File: src/pac_pkg.sv
`default_nettype none

package pac_pkg;

	// Field widths of the stream payloads.
	localparam int XW      = 16;
	localparam int YW      = 16;
	localparam int IN_W    = XW + YW;
	localparam int AREA_W  = 31;
	localparam int OUT_W   = 64;
	localparam int OUT_PAD = OUT_W - AREA_W - XW - YW;

	// Accumulator and datapath widths.
	localparam int DA_W   = 48;
	localparam int MOM_W  = 64;
	localparam int DEN_W  = DA_W + 2;
	localparam int DACC_W = XW + YW + 4;
	localparam int MAG_W  = XW + YW;
	localparam int SUM_W  = YW + 3;
	localparam int MA_W   = MAG_W + 1;
	localparam int MB_W   = SUM_W;
	localparam int PROD_W = MA_W + MB_W;

	// Saturation limits and result clamps.
	localparam logic [DA_W-1:0]   DA_MAX    = {DA_W{1'b1}};
	localparam logic [AREA_W-1:0] AREA_MAX  = {AREA_W{1'b1}};
	localparam logic [MOM_W-1:0]  MOM_MAX   = {1'b0, {(MOM_W-1){1'b1}}};
	localparam logic [MOM_W-1:0]  MOM_MIN   = {1'b1, {(MOM_W-1){1'b0}}};
	localparam logic [MOM_W-1:0]  X_POS_LIM = MOM_W'(2**(XW-1) - 1);
	localparam logic [MOM_W-1:0]  X_NEG_LIM = MOM_W'(2**(XW-1));
	localparam logic [MOM_W-1:0]  Y_LIM     = MOM_W'(2**YW - 1);

	// One polyline vertex; packed so that x sits in the low bits.
	typedef struct packed {
		logic [YW-1:0]        y;
		logic signed [XW-1:0] x;
	} vertex_t;

endpackage

`default_nettype wire

File: src/pac_div.sv
`default_nettype none

// Restoring divider, one quotient bit per cycle, unsigned operands.
module pac_div (
	input  logic                        clk,
	input  logic                        arst_n,
	input  logic                        start,
	input  logic [pac_pkg::MOM_W-1:0]   dividend,
	input  logic [pac_pkg::DEN_W-1:0]   divisor,
	output logic                        done,
	output logic [pac_pkg::MOM_W-1:0]   quotient
);

	localparam int CNT_W = $clog2(pac_pkg::MOM_W);

	logic                        busy_q;
	logic                        done_q;
	logic [CNT_W-1:0]            cnt_q;
	logic [pac_pkg::MOM_W-1:0]   quo_q;
	logic [pac_pkg::DEN_W-1:0]   rem_q;
	logic [pac_pkg::DEN_W-1:0]   dsr_q;
	logic [pac_pkg::DEN_W:0]     trial;
	logic [pac_pkg::DEN_W:0]     diff;
	logic                        ge;

	// Shift the next dividend bit into the partial remainder and try a subtract.
	assign trial = {rem_q, quo_q[pac_pkg::MOM_W-1]};
	assign ge    = trial >= {1'b0, dsr_q};
	assign diff  = trial - {1'b0, dsr_q};

	// Sequencing of the bit steps.
	always_ff @(posedge clk or negedge arst_n) begin
		if (!arst_n) begin
			busy_q <= 1'b0;
			done_q <= 1'b0;
			cnt_q  <= '0;
		end else begin
			done_q <= 1'b0;
			if (start) begin
				busy_q <= 1'b1;
				cnt_q  <= '0;
			end else if (busy_q) begin
				cnt_q <= cnt_q + CNT_W'(1);
				if (cnt_q == CNT_W'(pac_pkg::MOM_W - 1)) begin
					busy_q <= 1'b0;
					done_q <= 1'b1;
				end
			end
		end
	end

	// Quotient bits replace the dividend bits as they are consumed.
	always_ff @(posedge clk) begin
		if (start) begin
			quo_q <= dividend;
			rem_q <= '0;
			dsr_q <= divisor;
		end else if (busy_q) begin
			quo_q <= {quo_q[pac_pkg::MOM_W-2:0], ge};
			rem_q <= ge ? diff[pac_pkg::DEN_W-1:0] : trial[pac_pkg::DEN_W-1:0];
		end
	end

	assign done     = done_q;
	assign quotient = quo_q;

endmodule

`default_nettype wire

File: src/polyline_area_centroid.sv
`default_nettype none

// Area and centroid of a piecewise-linear membership function. Points arrive one item
// at a time on the slave stream (x signed, degree Q1.15, tlast on the final point).
// The first two points of a term are only shifted into the window. Every later point
// adds two triangles, and each triangle runs eight steps through one shared,
// registered 33 x 19 bit multiplier (three products for the doubled area, two for the
// moments), during which tready is low. After the last point, when three or more
// points came and the area is nonzero, two 64-step restoring divisions (one quotient
// bit per cycle) produce center_x and center_y. The result item is loaded into the
// output register from S_EMIT; tready stays low until then, and longer while an
// earlier result item still waits in the output register. One result item follows
// each item with tlast set; result_valid in tuser is low, and the data zero, when
// fewer than three points came or the area is zero. Sums saturate, and the block
// clears its term state when the result is loaded into the output register.
module polyline_area_centroid (
	input  logic                         clk,
	input  logic                         arst_n,
	input  logic                         s_tvalid,
	output logic                         s_tready,
	// point_x [15:0], point_y [31:16]
	input  logic [pac_pkg::IN_W-1:0]     s_tdata,
	// last_point
	input  logic                         s_tlast,
	output logic                         m_tvalid,
	input  logic                         m_tready,
	// area_value [30:0], center_x [46:31], center_y [62:47], zero [63]
	output logic [pac_pkg::OUT_W-1:0]    m_tdata,
	// result_valid
	output logic                         m_tuser
);

	localparam logic [3:0] S_IDLE = 4'd0;
	localparam logic [3:0] S_MUL0 = 4'd1;
	localparam logic [3:0] S_MUL1 = 4'd2;
	localparam logic [3:0] S_MUL2 = 4'd3;
	localparam logic [3:0] S_DSUM = 4'd4;
	localparam logic [3:0] S_AREA = 4'd5;
	localparam logic [3:0] S_MOMX = 4'd6;
	localparam logic [3:0] S_MOMY = 4'd7;
	localparam logic [3:0] S_MACC = 4'd8;
	localparam logic [3:0] S_FIN  = 4'd9;
	localparam logic [3:0] S_DIVX = 4'd10;
	localparam logic [3:0] S_DIVY = 4'd11;
	localparam logic [3:0] S_EMIT = 4'd12;

	localparam logic [1:0] SEEN_TWO  = 2'd2;
	localparam logic [1:0] SEEN_MANY = 2'd3;

	logic [3:0]                         state_q;
	logic [1:0]                         seen_q;
	logic                               phase_q;
	logic                               last_q;
	pac_pkg::vertex_t                   win_q [3];
	pac_pkg::vertex_t                   pt_q;
	pac_pkg::vertex_t                   in_pt;
	pac_pkg::vertex_t                   foot;
	pac_pkg::vertex_t                   win_in;
	logic                               win_shift;
	logic                               in_fire;
	logic                               emit_fire;

	logic signed [pac_pkg::MA_W-1:0]    mul_a;
	logic signed [pac_pkg::MB_W-1:0]    mul_b;
	logic signed [pac_pkg::PROD_W-1:0]  mul_q;
	logic signed [pac_pkg::DACC_W-1:0]  d_q;
	logic signed [pac_pkg::DACC_W-1:0]  abs_d;
	logic [pac_pkg::MAG_W-1:0]          a_q;

	logic signed [pac_pkg::YW:0]        dy12;
	logic signed [pac_pkg::YW:0]        dy20;
	logic signed [pac_pkg::YW:0]        dy01;
	logic signed [pac_pkg::SUM_W-1:0]   sx;
	logic [pac_pkg::SUM_W-2:0]          sy;

	logic [pac_pkg::DA_W-1:0]           das_q;
	logic [pac_pkg::DA_W:0]             das_sum;
	logic signed [pac_pkg::MOM_W-1:0]   mx_q;
	logic signed [pac_pkg::MOM_W-1:0]   my_q;
	logic [pac_pkg::MOM_W-1:0]          mx_mag;
	logic [pac_pkg::MOM_W-1:0]          my_mag;
	logic [pac_pkg::DA_W-2:0]           area_full;
	logic [pac_pkg::AREA_W-1:0]         area;

	logic                               div_start;
	logic                               div_done;
	logic [pac_pkg::MOM_W-1:0]          div_dvd;
	logic [pac_pkg::DEN_W-1:0]          div_den;
	logic [pac_pkg::MOM_W-1:0]          div_quo;

	logic                               res_ok_q;
	logic                               neg_q;
	logic [pac_pkg::XW-1:0]             cx_q;
	logic [pac_pkg::YW-1:0]             cy_q;
	logic                               m_tvalid_q;
	logic [pac_pkg::OUT_W-1:0]          m_tdata_q;
	logic                               m_tuser_q;

	// Signed saturating add of a product onto a moment sum.
	function automatic logic signed [pac_pkg::MOM_W-1:0] mom_add(
		input logic signed [pac_pkg::MOM_W-1:0]  acc,
		input logic signed [pac_pkg::PROD_W-1:0] p
	);
		logic signed [pac_pkg::MOM_W:0] s;
		s = (pac_pkg::MOM_W+1)'(acc) + (pac_pkg::MOM_W+1)'(p);
		if (s[pac_pkg::MOM_W] != s[pac_pkg::MOM_W-1]) begin
			return s[pac_pkg::MOM_W] ? pac_pkg::MOM_MIN : pac_pkg::MOM_MAX;
		end
		return s[pac_pkg::MOM_W-1:0];
	endfunction

	// Signed x centroid from sign and quotient magnitude, clamped to the x range.
	function automatic logic [pac_pkg::XW-1:0] clamp_x(
		input logic                       neg,
		input logic [pac_pkg::MOM_W-1:0]  q
	);
		logic [pac_pkg::MOM_W-1:0] nq;
		nq = '0 - q;
		if (!neg) begin
			return (q > pac_pkg::X_POS_LIM) ? {1'b0, {(pac_pkg::XW-1){1'b1}}}
				: q[pac_pkg::XW-1:0];
		end
		return (q > pac_pkg::X_NEG_LIM) ? {1'b1, {(pac_pkg::XW-1){1'b0}}}
			: nq[pac_pkg::XW-1:0];
	endfunction

	// Degree centroid, clamped to the unsigned field.
	function automatic logic [pac_pkg::YW-1:0] clamp_y(
		input logic                       neg,
		input logic [pac_pkg::MOM_W-1:0]  q
	);
		if (neg) begin
			return '0;
		end
		return (q > pac_pkg::Y_LIM) ? {pac_pkg::YW{1'b1}} : q[pac_pkg::YW-1:0];
	endfunction

	assign in_pt     = s_tdata;
	assign s_tready  = (state_q == S_IDLE);
	assign in_fire   = s_tvalid && s_tready;
	assign emit_fire = (state_q == S_EMIT) && (!m_tvalid_q || m_tready);
	assign foot      = '{y: '0, x: win_q[2].x};

	// Window shift: new point or foot on accept, held point after the first triangle.
	always_comb begin
		win_shift = 1'b0;
		win_in    = in_pt;
		if (in_fire) begin
			win_shift = 1'b1;
			win_in    = (seen_q < SEEN_TWO) ? in_pt : foot;
		end else if (state_q == S_MACC && !phase_q) begin
			win_shift = 1'b1;
			win_in    = pt_q;
		end
	end

	// Triangle terms taken from the three window vertices.
	assign dy12 = $signed({1'b0, win_q[1].y}) - $signed({1'b0, win_q[2].y});
	assign dy20 = $signed({1'b0, win_q[2].y}) - $signed({1'b0, win_q[0].y});
	assign dy01 = $signed({1'b0, win_q[0].y}) - $signed({1'b0, win_q[1].y});
	assign sx   = pac_pkg::SUM_W'(win_q[0].x) + pac_pkg::SUM_W'(win_q[1].x)
		+ pac_pkg::SUM_W'(win_q[2].x);
	assign sy   = (pac_pkg::SUM_W-1)'(win_q[0].y) + (pac_pkg::SUM_W-1)'(win_q[1].y)
		+ (pac_pkg::SUM_W-1)'(win_q[2].y);

	// Operand selection for the shared multiplier.
	always_comb begin
		mul_a = '0;
		mul_b = '0;
		unique case (state_q)
			S_MUL0: begin
				mul_a = pac_pkg::MA_W'(win_q[0].x);
				mul_b = pac_pkg::MB_W'(dy12);
			end
			S_MUL1: begin
				mul_a = pac_pkg::MA_W'(win_q[1].x);
				mul_b = pac_pkg::MB_W'(dy20);
			end
			S_MUL2: begin
				mul_a = pac_pkg::MA_W'(win_q[2].x);
				mul_b = pac_pkg::MB_W'(dy01);
			end
			S_MOMX: begin
				mul_a = $signed({1'b0, a_q});
				mul_b = sx;
			end
			S_MOMY: begin
				mul_a = $signed({1'b0, a_q});
				mul_b = $signed({1'b0, sy});
			end
			default: begin
				mul_a = '0;
				mul_b = '0;
			end
		endcase
	end

	// Absolute doubled area and saturating area accumulation.
	assign abs_d   = d_q[pac_pkg::DACC_W-1] ? -d_q : d_q;
	assign das_sum = {1'b0, das_q} + (pac_pkg::DA_W+1)'(a_q);

	// Final quantities: magnitudes for the divider, three times the doubled area.
	assign mx_mag    = mx_q[pac_pkg::MOM_W-1] ? ('0 - mx_q) : mx_q;
	assign my_mag    = my_q[pac_pkg::MOM_W-1] ? ('0 - my_q) : my_q;
	assign div_den   = {2'b00, das_q} + {1'b0, das_q, 1'b0};
	assign div_start = (state_q == S_FIN && seen_q == SEEN_MANY && das_q != '0)
		|| (state_q == S_DIVX && div_done);
	assign div_dvd   = (state_q == S_FIN) ? mx_mag : my_mag;
	assign area_full = das_q[pac_pkg::DA_W-1:1];
	assign area      = (area_full > (pac_pkg::DA_W-1)'(pac_pkg::AREA_MAX))
		? pac_pkg::AREA_MAX : area_full[pac_pkg::AREA_W-1:0];

	pac_div u_div (
		.clk      (clk),
		.arst_n   (arst_n),
		.start    (div_start),
		.dividend (div_dvd),
		.divisor  (div_den),
		.done     (div_done),
		.quotient (div_quo)
	);

	// Sequencer, term sums and output valid.
	always_ff @(posedge clk or negedge arst_n) begin
		if (!arst_n) begin
			state_q    <= S_IDLE;
			seen_q     <= '0;
			phase_q    <= 1'b0;
			das_q      <= '0;
			mx_q       <= '0;
			my_q       <= '0;
			m_tvalid_q <= 1'b0;
		end else begin
			if (emit_fire) begin
				m_tvalid_q <= 1'b1;
			end else if (m_tvalid_q && m_tready) begin
				m_tvalid_q <= 1'b0;
			end
			unique case (state_q)
				S_IDLE: begin
					if (in_fire) begin
						if (seen_q < SEEN_TWO) begin
							seen_q <= seen_q + 2'd1;
							if (s_tlast) begin
								state_q <= S_FIN;
							end
						end else begin
							phase_q <= 1'b0;
							state_q <= S_MUL0;
						end
					end
				end
				S_MUL0: state_q <= S_MUL1;
				S_MUL1: state_q <= S_MUL2;
				S_MUL2: state_q <= S_DSUM;
				S_DSUM: state_q <= S_AREA;
				S_AREA: state_q <= S_MOMX;
				S_MOMX: begin
					das_q   <= das_sum[pac_pkg::DA_W] ? pac_pkg::DA_MAX
						: das_sum[pac_pkg::DA_W-1:0];
					state_q <= S_MOMY;
				end
				S_MOMY: begin
					mx_q    <= mom_add(mx_q, mul_q);
					state_q <= S_MACC;
				end
				S_MACC: begin
					my_q <= mom_add(my_q, mul_q);
					if (!phase_q) begin
						phase_q <= 1'b1;
						state_q <= S_MUL0;
					end else begin
						seen_q  <= SEEN_MANY;
						state_q <= last_q ? S_FIN : S_IDLE;
					end
				end
				S_FIN: begin
					state_q <= div_start ? S_DIVX : S_EMIT;
				end
				S_DIVX: begin
					if (div_done) begin
						state_q <= S_DIVY;
					end
				end
				S_DIVY: begin
					if (div_done) begin
						state_q <= S_EMIT;
					end
				end
				S_EMIT: begin
					if (emit_fire) begin
						seen_q  <= '0;
						das_q   <= '0;
						mx_q    <= '0;
						my_q    <= '0;
						state_q <= S_IDLE;
					end
				end
				default: state_q <= S_IDLE;
			endcase
		end
	end

	// Datapath registers: window, products, doubled area and centroid results.
	always_ff @(posedge clk) begin
		if (in_fire) begin
			pt_q   <= in_pt;
			last_q <= s_tlast;
		end
		if (win_shift) begin
			win_q[0] <= win_q[1];
			win_q[1] <= win_q[2];
			win_q[2] <= win_in;
		end
		mul_q <= mul_a * mul_b;
		case (state_q)
			S_MUL1: d_q <= $signed(mul_q[pac_pkg::DACC_W-1:0]);
			S_MUL2, S_DSUM: d_q <= d_q + $signed(mul_q[pac_pkg::DACC_W-1:0]);
			S_AREA: a_q <= abs_d[pac_pkg::MAG_W-1:0];
			S_FIN: begin
				res_ok_q <= div_start;
				neg_q    <= mx_q[pac_pkg::MOM_W-1];
			end
			S_DIVX: begin
				if (div_done) begin
					cx_q  <= clamp_x(neg_q, div_quo);
					neg_q <= my_q[pac_pkg::MOM_W-1];
				end
			end
			S_DIVY: begin
				if (div_done) begin
					cy_q <= clamp_y(neg_q, div_quo);
				end
			end
			default: begin
			end
		endcase
		if (emit_fire) begin
			m_tdata_q <= res_ok_q ? {{pac_pkg::OUT_PAD{1'b0}}, cy_q, cx_q, area} : '0;
			m_tuser_q <= res_ok_q;
		end
	end

	assign m_tvalid = m_tvalid_q;
	assign m_tdata  = m_tdata_q;
	assign m_tuser  = m_tuser_q;

endmodule

`default_nettype wire

File: config.mk
export PLATFORM = sky130hd
export DESIGN_NAME = polyline_area_centroid
export DESIGN_NICKNAME = d
export VERILOG_FILES = /design/src/pac_pkg.sv /design/src/pac_div.sv /design/src/polyline_area_centroid.sv
export SDC_FILE = /design/constraint.sdc
export NUM_CORES = 2
export LEC_CHECK = 0
export BUFFER_PORTS_ARGS = -buffer_cell sky130_fd_sc_hd__clkbuf_2
export CELL_PAD_IN_SITES_DETAIL_PLACEMENT = 0
export CELL_PAD_IN_SITES_GLOBAL_PLACEMENT = 1
export CORE_ASPECT_RATIO = 1.5
export CORE_UTILIZATION = 46
export CTS_CLUSTER_SIZE = 28
export DETAILED_ROUTE_END_ITERATION = 8
export PLACE_DENSITY_LB_ADDON = 0.1
export SYNTH_ARGS = -nofsm -noshare
export SYNTH_HDL_FRONTEND = slang
export SYNTH_SLANG_ARGS = --single-unit
File: constraint.sdc
create_clock -name clk -period 10.2 [get_ports clk]
set_clock_uncertainty 0.15 [all_clocks]
set_input_delay 1.02 -clock clk [delete_from_list [all_inputs] [get_ports clk]]
set_output_delay 1.02 -clock clk [all_outputs]
set_load 0.005 [all_outputs]
# Yosys cells after proc, flatten, opt, wreduce, memory -nomap -nowiden
# Memories as Yosys holds them, arrays and structs flattened.
# Cells that the tools add are included.
[word_totals]
register_bits = 608
latchBits = 0
ram_bits = 96
romBits = 0
out_inout_bits = 67
elab_cells = 187
n_memories = 1
[classes]
addsub = 19
n_mul = 1
n_div = 0
magnitude_cmp = 6
n_eq_ne = 24
shifts = 0
muxes = 77
n_bitwise = 0
n_reduce_logical = 33
[memory_table]
columns = ["name", "words", "width", "rd", "rd_ports_with_merged_regs", "write_ports", "line_no", "rtl"]
rows = [
  ["win_q", 3, 32, 3, 0, 3, "polyline_area_centroid.sv:54", "pac_pkg::vertex_t win_q [3];"],
]
[op_table]
columns = ["operator", "n"]
rows = [
  ["64-bit 2-to-1 mux", 12],
  ["64-bit case mux with 2 select lines", 2],
  ["33-bit case mux with 4 select lines", 1],
  ["64-bit by 52-bit adder with 65-bit output", 2],
  ["64-bit by 16-bit greater-than comparator with 1-bit output (second input constant)", 2],
  ["32-bit 2-to-1 mux", 4],
  ["1-bit by 64-bit subtractor with 64-bit output (first input constant)", 2],
  ["16-bit 2-to-1 mux", 7],
  ["48-bit 2-to-1 mux", 2],
  ["48-bit case mux with 2 select lines", 1],
  ["19-bit case mux with 5 select lines", 1],
  ["36-bit case mux with 2 select lines", 1],
  ["64-bit by 15-bit greater-than comparator with 1-bit output (second input constant)", 1],
  ["33-bit by 19-bit multiplier with 52-bit output", 1],
  ["4-bit case mux with 13 select lines", 1],
  ["51-bit by 50-bit greater-or-equal comparator with 1-bit output", 1],
  ["16-bit by 16-bit subtractor with 17-bit output", 3],
  ["48-bit by 49-bit adder with 50-bit output", 1],
  ["50-bit 2-to-1 mux", 1],
  ["50-bit subtractor", 1],
  ["48-bit by 32-bit adder with 49-bit output", 1],
  ["48-bit nonzero test", 1],
  ["47-bit by 31-bit greater-than comparator with 1-bit output (second input constant)", 1],
  ["17-bit by 16-bit adder with 18-bit output", 2],
  ["35 further kinds", 108],
]

# Depth between registers and ports, before layout
[depth]
depth_word = 6
depth_mapped = 44
ltp_nobuf = 43

# By module
# A second synthesis with hierarchy kept.
[unflattened]
cells_unflattened = 8038
area_unflattened_um2 = 72567.1
[by_module_without_submodules]
columns = ["mod", "n_inst", "cells_each", "area_per_inst_um2", "seq_area_each_um2"]
rows = [
  ["polyline_area_centroid", 1, 7075, 62852.8, 14503.9],
  ["pac_div", 1, 963, 9714.3, 4624.4],
]

# Worst setup path after synthesis
# OpenSTA, ideal clock, no wires.
[synth_timing]
kind = "register to register"
startpoint = "mem win_q[0][65] (netlist name)"
endpoint = "reg mul_q[50] (netlist name)"
arrival_time_ps = 10171
path_slack_ps = -239
stages_incl_launch_ff = 42
n_path_buf = 3
period_less_slack_ps = 10439
path_cell_list = "edfxtp_1 -> inv_1 -> fa_1 -> inv_1 -> ha_1 -> inv_1 -> fa_1 -> nor2b_1 -> o21ai_0 -> a21boi_0 -> o21ai_0 -> a21oi_1 -> a41oi_1 -> a211o_1 -> o21ai_0 -> a211oi_1 -> a211oi_1 -> o21a_1 -> (+6 left out) -> fa_1 -> fa_1 -> fa_1 -> ha_1 -> ha_1 -> clkbuf_1 -> nand4_1 -> nor2_1 -> nand2_1 -> or4_1 -> o22ai_1 -> o2111ai_1 -> a311oi_1 -> a41o_1 -> o21ai_0 -> nand2b_1 -> a21oi_1 -> xnor2_1"
[synth_rtl]
columns = ["element", "line_no", "rtl"]
rows = [
  ["start: declaration", "polyline_area_centroid.sv:54", ""],
  ["end signal: assignment", "polyline_area_centroid.sv:315", "mul_q <= mul_a * mul_b;"],
  ["end: declaration", "polyline_area_centroid.sv:65", "logic signed [pac_pkg::PROD_W-1:0] mul_q;"],
]

==> run_results.csv <==
group,metric,value,unit
cts,cts-root-buf,"clkbuf_16",
sta,layout_min_cycle_time,10.02,ns
route,wl_per_cell,24.61,um
sta,fmax,99.78,MHz
cts,cts_inserted_buffers,80,
yosys,synthCells,7951,
yosys,synth_warnings,0,
place,place.gp.congestion,0.9834,
setup_path,r2r_end,"mul_q[50]$_DFF_P_",
setup_path,cp_slowest_cell,"fa_2",
yosys,synth.distinct_cells,87,
route,drc,0,
cts,cts.sink_count,703,
global_route,grt_pass1_vias,62700,
place,dpl.hpwl,204.6,mm
cts,clk_pin_slew,0.07,ns
setup_path,arrival,10.49,ns
place,postPlaceCellArea,76960,sq um
route,wirelength,255.3,mm
worst_hold_path,worstHoldPathType,"in -> async",
die,rows,177,
sta,setup_viol,0,
yosys,synth_top_family_by_area,"adder cells",
cts,clock_latency,0.74,ns
die,die_y,485.7,um
yosys,synth_area_leaders,"fa_1, edfxtp_1, ha_1",
finish,layout.nets,9486,
outcome,outcome,"complete, but fails checks",
finish,fillers,14620,
yosys,yosys-mux-area-fraction,0.5353,%
yosys,yosysTopAreaCellShare,18.16,%
yosys,ys_seq_elements,703,
yosys,avgSynthCellArea,9.025,sq um
global_route,grt_pass1_wl,386.0,mm
yosys,synth_largest_area_cell,"fa_1",
die,coreArea,155000,sq um
setup_path,rr_worst_depth,41,
die,dieArea,157600,sq um
finish,drive_gt1_share,11.33,%
setup_path,rrSetupSlack,0.18,ns
sta,rsz0062_at_grt,"true",
yosys,synth.cell_area,71760,sq um
setup_path,crit_required,10.66,ns
setup_path,cp-end-kind,"register",
die,io_pins,104,
global_route,grt_util_all_layers,32.49,%
yosys,syn_nets,9190,
setup_path,startpoint,"win_q[0][17]$_DFFE_PP_",
global_route,antenna_found_initial,4,
yosys,ys_async_sr_fraction,27.31,%
setup_path,crit_fanout,7,
yosys,synth_xor_area_share,6.542,%
finish,area_growth_syn_to_layout,12.95,%
cts,clockBufferDepth,3,
finish,layout_commonest_cell,"nand2_1",
sta,drv_slew,2,
die,start_util,46.29,%
yosys,yosys.area_share.simple,13.82,%
route,viasPerCell,5.787,
route,postRouteAntennaNets,0,
cts,cts_tree,"yes",
die,die_w,324.5,um
flow_run,cap_violations,1,
yosys,synthFlopType,"edfxtp_1",
global_route,grt_max_degree,88,
finish,mostFrequentLayoutCells,"nand2_1, inv_1, fa_1, a21oi_1, ha_1",
setup_path,crit_top_cell,"fa_1",
yosys,synth_compound_area_share,18.22,%
route,drt-pass1-iter-count,6,
sta,finalHoldViolCount,0,
yosys,ys_seq_area_share,26.66,%
global_route,overflow,0,
yosys,synthAdderAreaFrac,27.80,%
setup_path,startpoint_type,"register",
route,drtIter0Drc,3718,
place,port_buffers,102,
setup_path,rr_startpoint,"win_q[0][17]$_DFFE_PP_",
outcome,violations,"capacitance limit, slew limit",
sta,maxSlewHeadroom,-2.405,%
cts,htreeDepth,3,
route,vias,60030,
setup_path,path_class,"reg -> reg",
finish,design_area,81050,sq um
yosys,synth_edf_count,409,
sta,tightest_slew,1.520,ns
setup_path,cpPeakStageDelay,0.60,ns
sta,fin_crit_sh,98.25,%
## per-layer routing
layer	track usage (%)	wire length [um]
met2	60.13	133400
met5	0	27
met3	3.597	11060
met1	34.23	90050
met4	22.66	20800
## logic make-up (layout without fill, tap and decap cells)
kind of cell | after synthesis | count (layout)
other | 1 | 3
AND/OR/NAND/NOR | 2183 | 2183
AO/OA/AOI/OAI | 2059 | 2059
multiplexers | 38 | 38
adder cells (fa/ha/maj) | 1204 | 1204
buffers and inverters | 1227 | 1590
flip-flops | 703 | 703
XOR/XNOR | 536 | 536
## worst max-delay path, delay by kind of cell, from the launching register on
kind                       cells  cell delay, ns
xor gates and xnor gates       2            0.27
buffers and inverters          7            0.78
adders and majority gates     10            4.32
DFF                            1            0.37
and+or+nand+nor                7            1.17
AOI/OAI and AO/OA             15            2.84
## state kept, by name (all words and copies together), names as in the netlist, 2 cells and up
register        count
win_q              96
mx_q               64
my_q               64
u_div.quotient     64
m_tdata            63
mul_q              52
u_div.dsr_q        50
u_div.rem_q        50
das_q              48
d_q                36
a_q                32
pt_q               32
cx_q               16
cy_q               16
u_div.cnt_q         6
state_q             4
seen_q              2
## how the worst max path moves through the flow
| stage | to | depth (start not counted) |
|---|---|---|
| 2_1_floorplan | mul_q[50]$_DFF_P_ | 41 |
| 3_3_place_gp | mul_q[36]$_DFF_P_ | 46 |
| 3_5_place_dp | mul_q[36]$_DFF_P_ | 44 |
| 4_1_cts | mul_q[36]$_DFF_P_ | 44 |
| 5_1_grt | mul_q[50]$_DFF_P_ | 42 |
| 6_report | mul_q[50]$_DFF_P_ | 41 |
## Yosys cell counts, types with 79 or more instances
| library cell | count |
|---|---|
| a21o_1 | 246 |
| a21oi_1 | 570 |
| and2_1 | 83 |
| clkbuf_1 | 325 |
| dfrtp_1 | 192 |
| dfxtp_1 | 102 |
| edfxtp_1 | 409 |
| fa_1 | 651 |
| ha_1 | 551 |
| inv_1 | 883 |
| nand2_1 | 1010 |
| nand3_1 | 101 |
| nor2_1 | 455 |
| nor3_1 | 79 |
| o21ai_0 | 512 |
| xnor2_1 | 326 |
| xor2_1 | 210 |
## metrics by stage
| step | setup TNS (ns) | setup slack, ns | hold WS, ns | std cells | utilization (%) |
|---|---|---|---|---|---|
| after floorplan | 0 | 0.05841 | 0.2744 | 7951 | - |
| after global placement | -6.145 | -0.8519 | 0.3211 | 10190 | 49.65 |
| after detailed placement | -5.728 | -0.7730 | 0.3262 | 10190 | 49.65 |
| after CTS | -0.03274 | -0.02305 | 0.1898 | 10350 | 51.80 |
| after global routing | -1.055 | -0.2552 | 0.2137 | 10370 | 52.28 |
| final | 0 | 0.1784 | 0.1663 | 10370 | 52.28 |
## timing repair
item                                    4_1_cts  5_1_grt
gates cloned                                  1        1
resized for setup                            84      139
pin swaps                                    79      173
setup buffers                                14       23
endpoints found under the setup margin       17       20
hold buffers                                  0        0
## cell type report
| cell class | count | area [sq um] | area share (%) |
|---|---|---|---|
| timing repair buffer | 555 | 4148 | 5.117 |
| sequential | 703 | 19130 | 23.61 |
| inverter | 886 | 3329 | 4.108 |
| tap | 2058 | 2575 | 3.177 |
| multi-input combinational | 6021 | 49040 | 60.51 |
| antenna | 2 | 5.005 | 0.006175 |
| clock inverter | 52 | 678.2 | 0.8367 |
| clock buffer | 97 | 2138 | 2.638 |
Power is not shown: default switching activity piles up to over one toggle a cycle in this logic, so the estimate is an artifact.
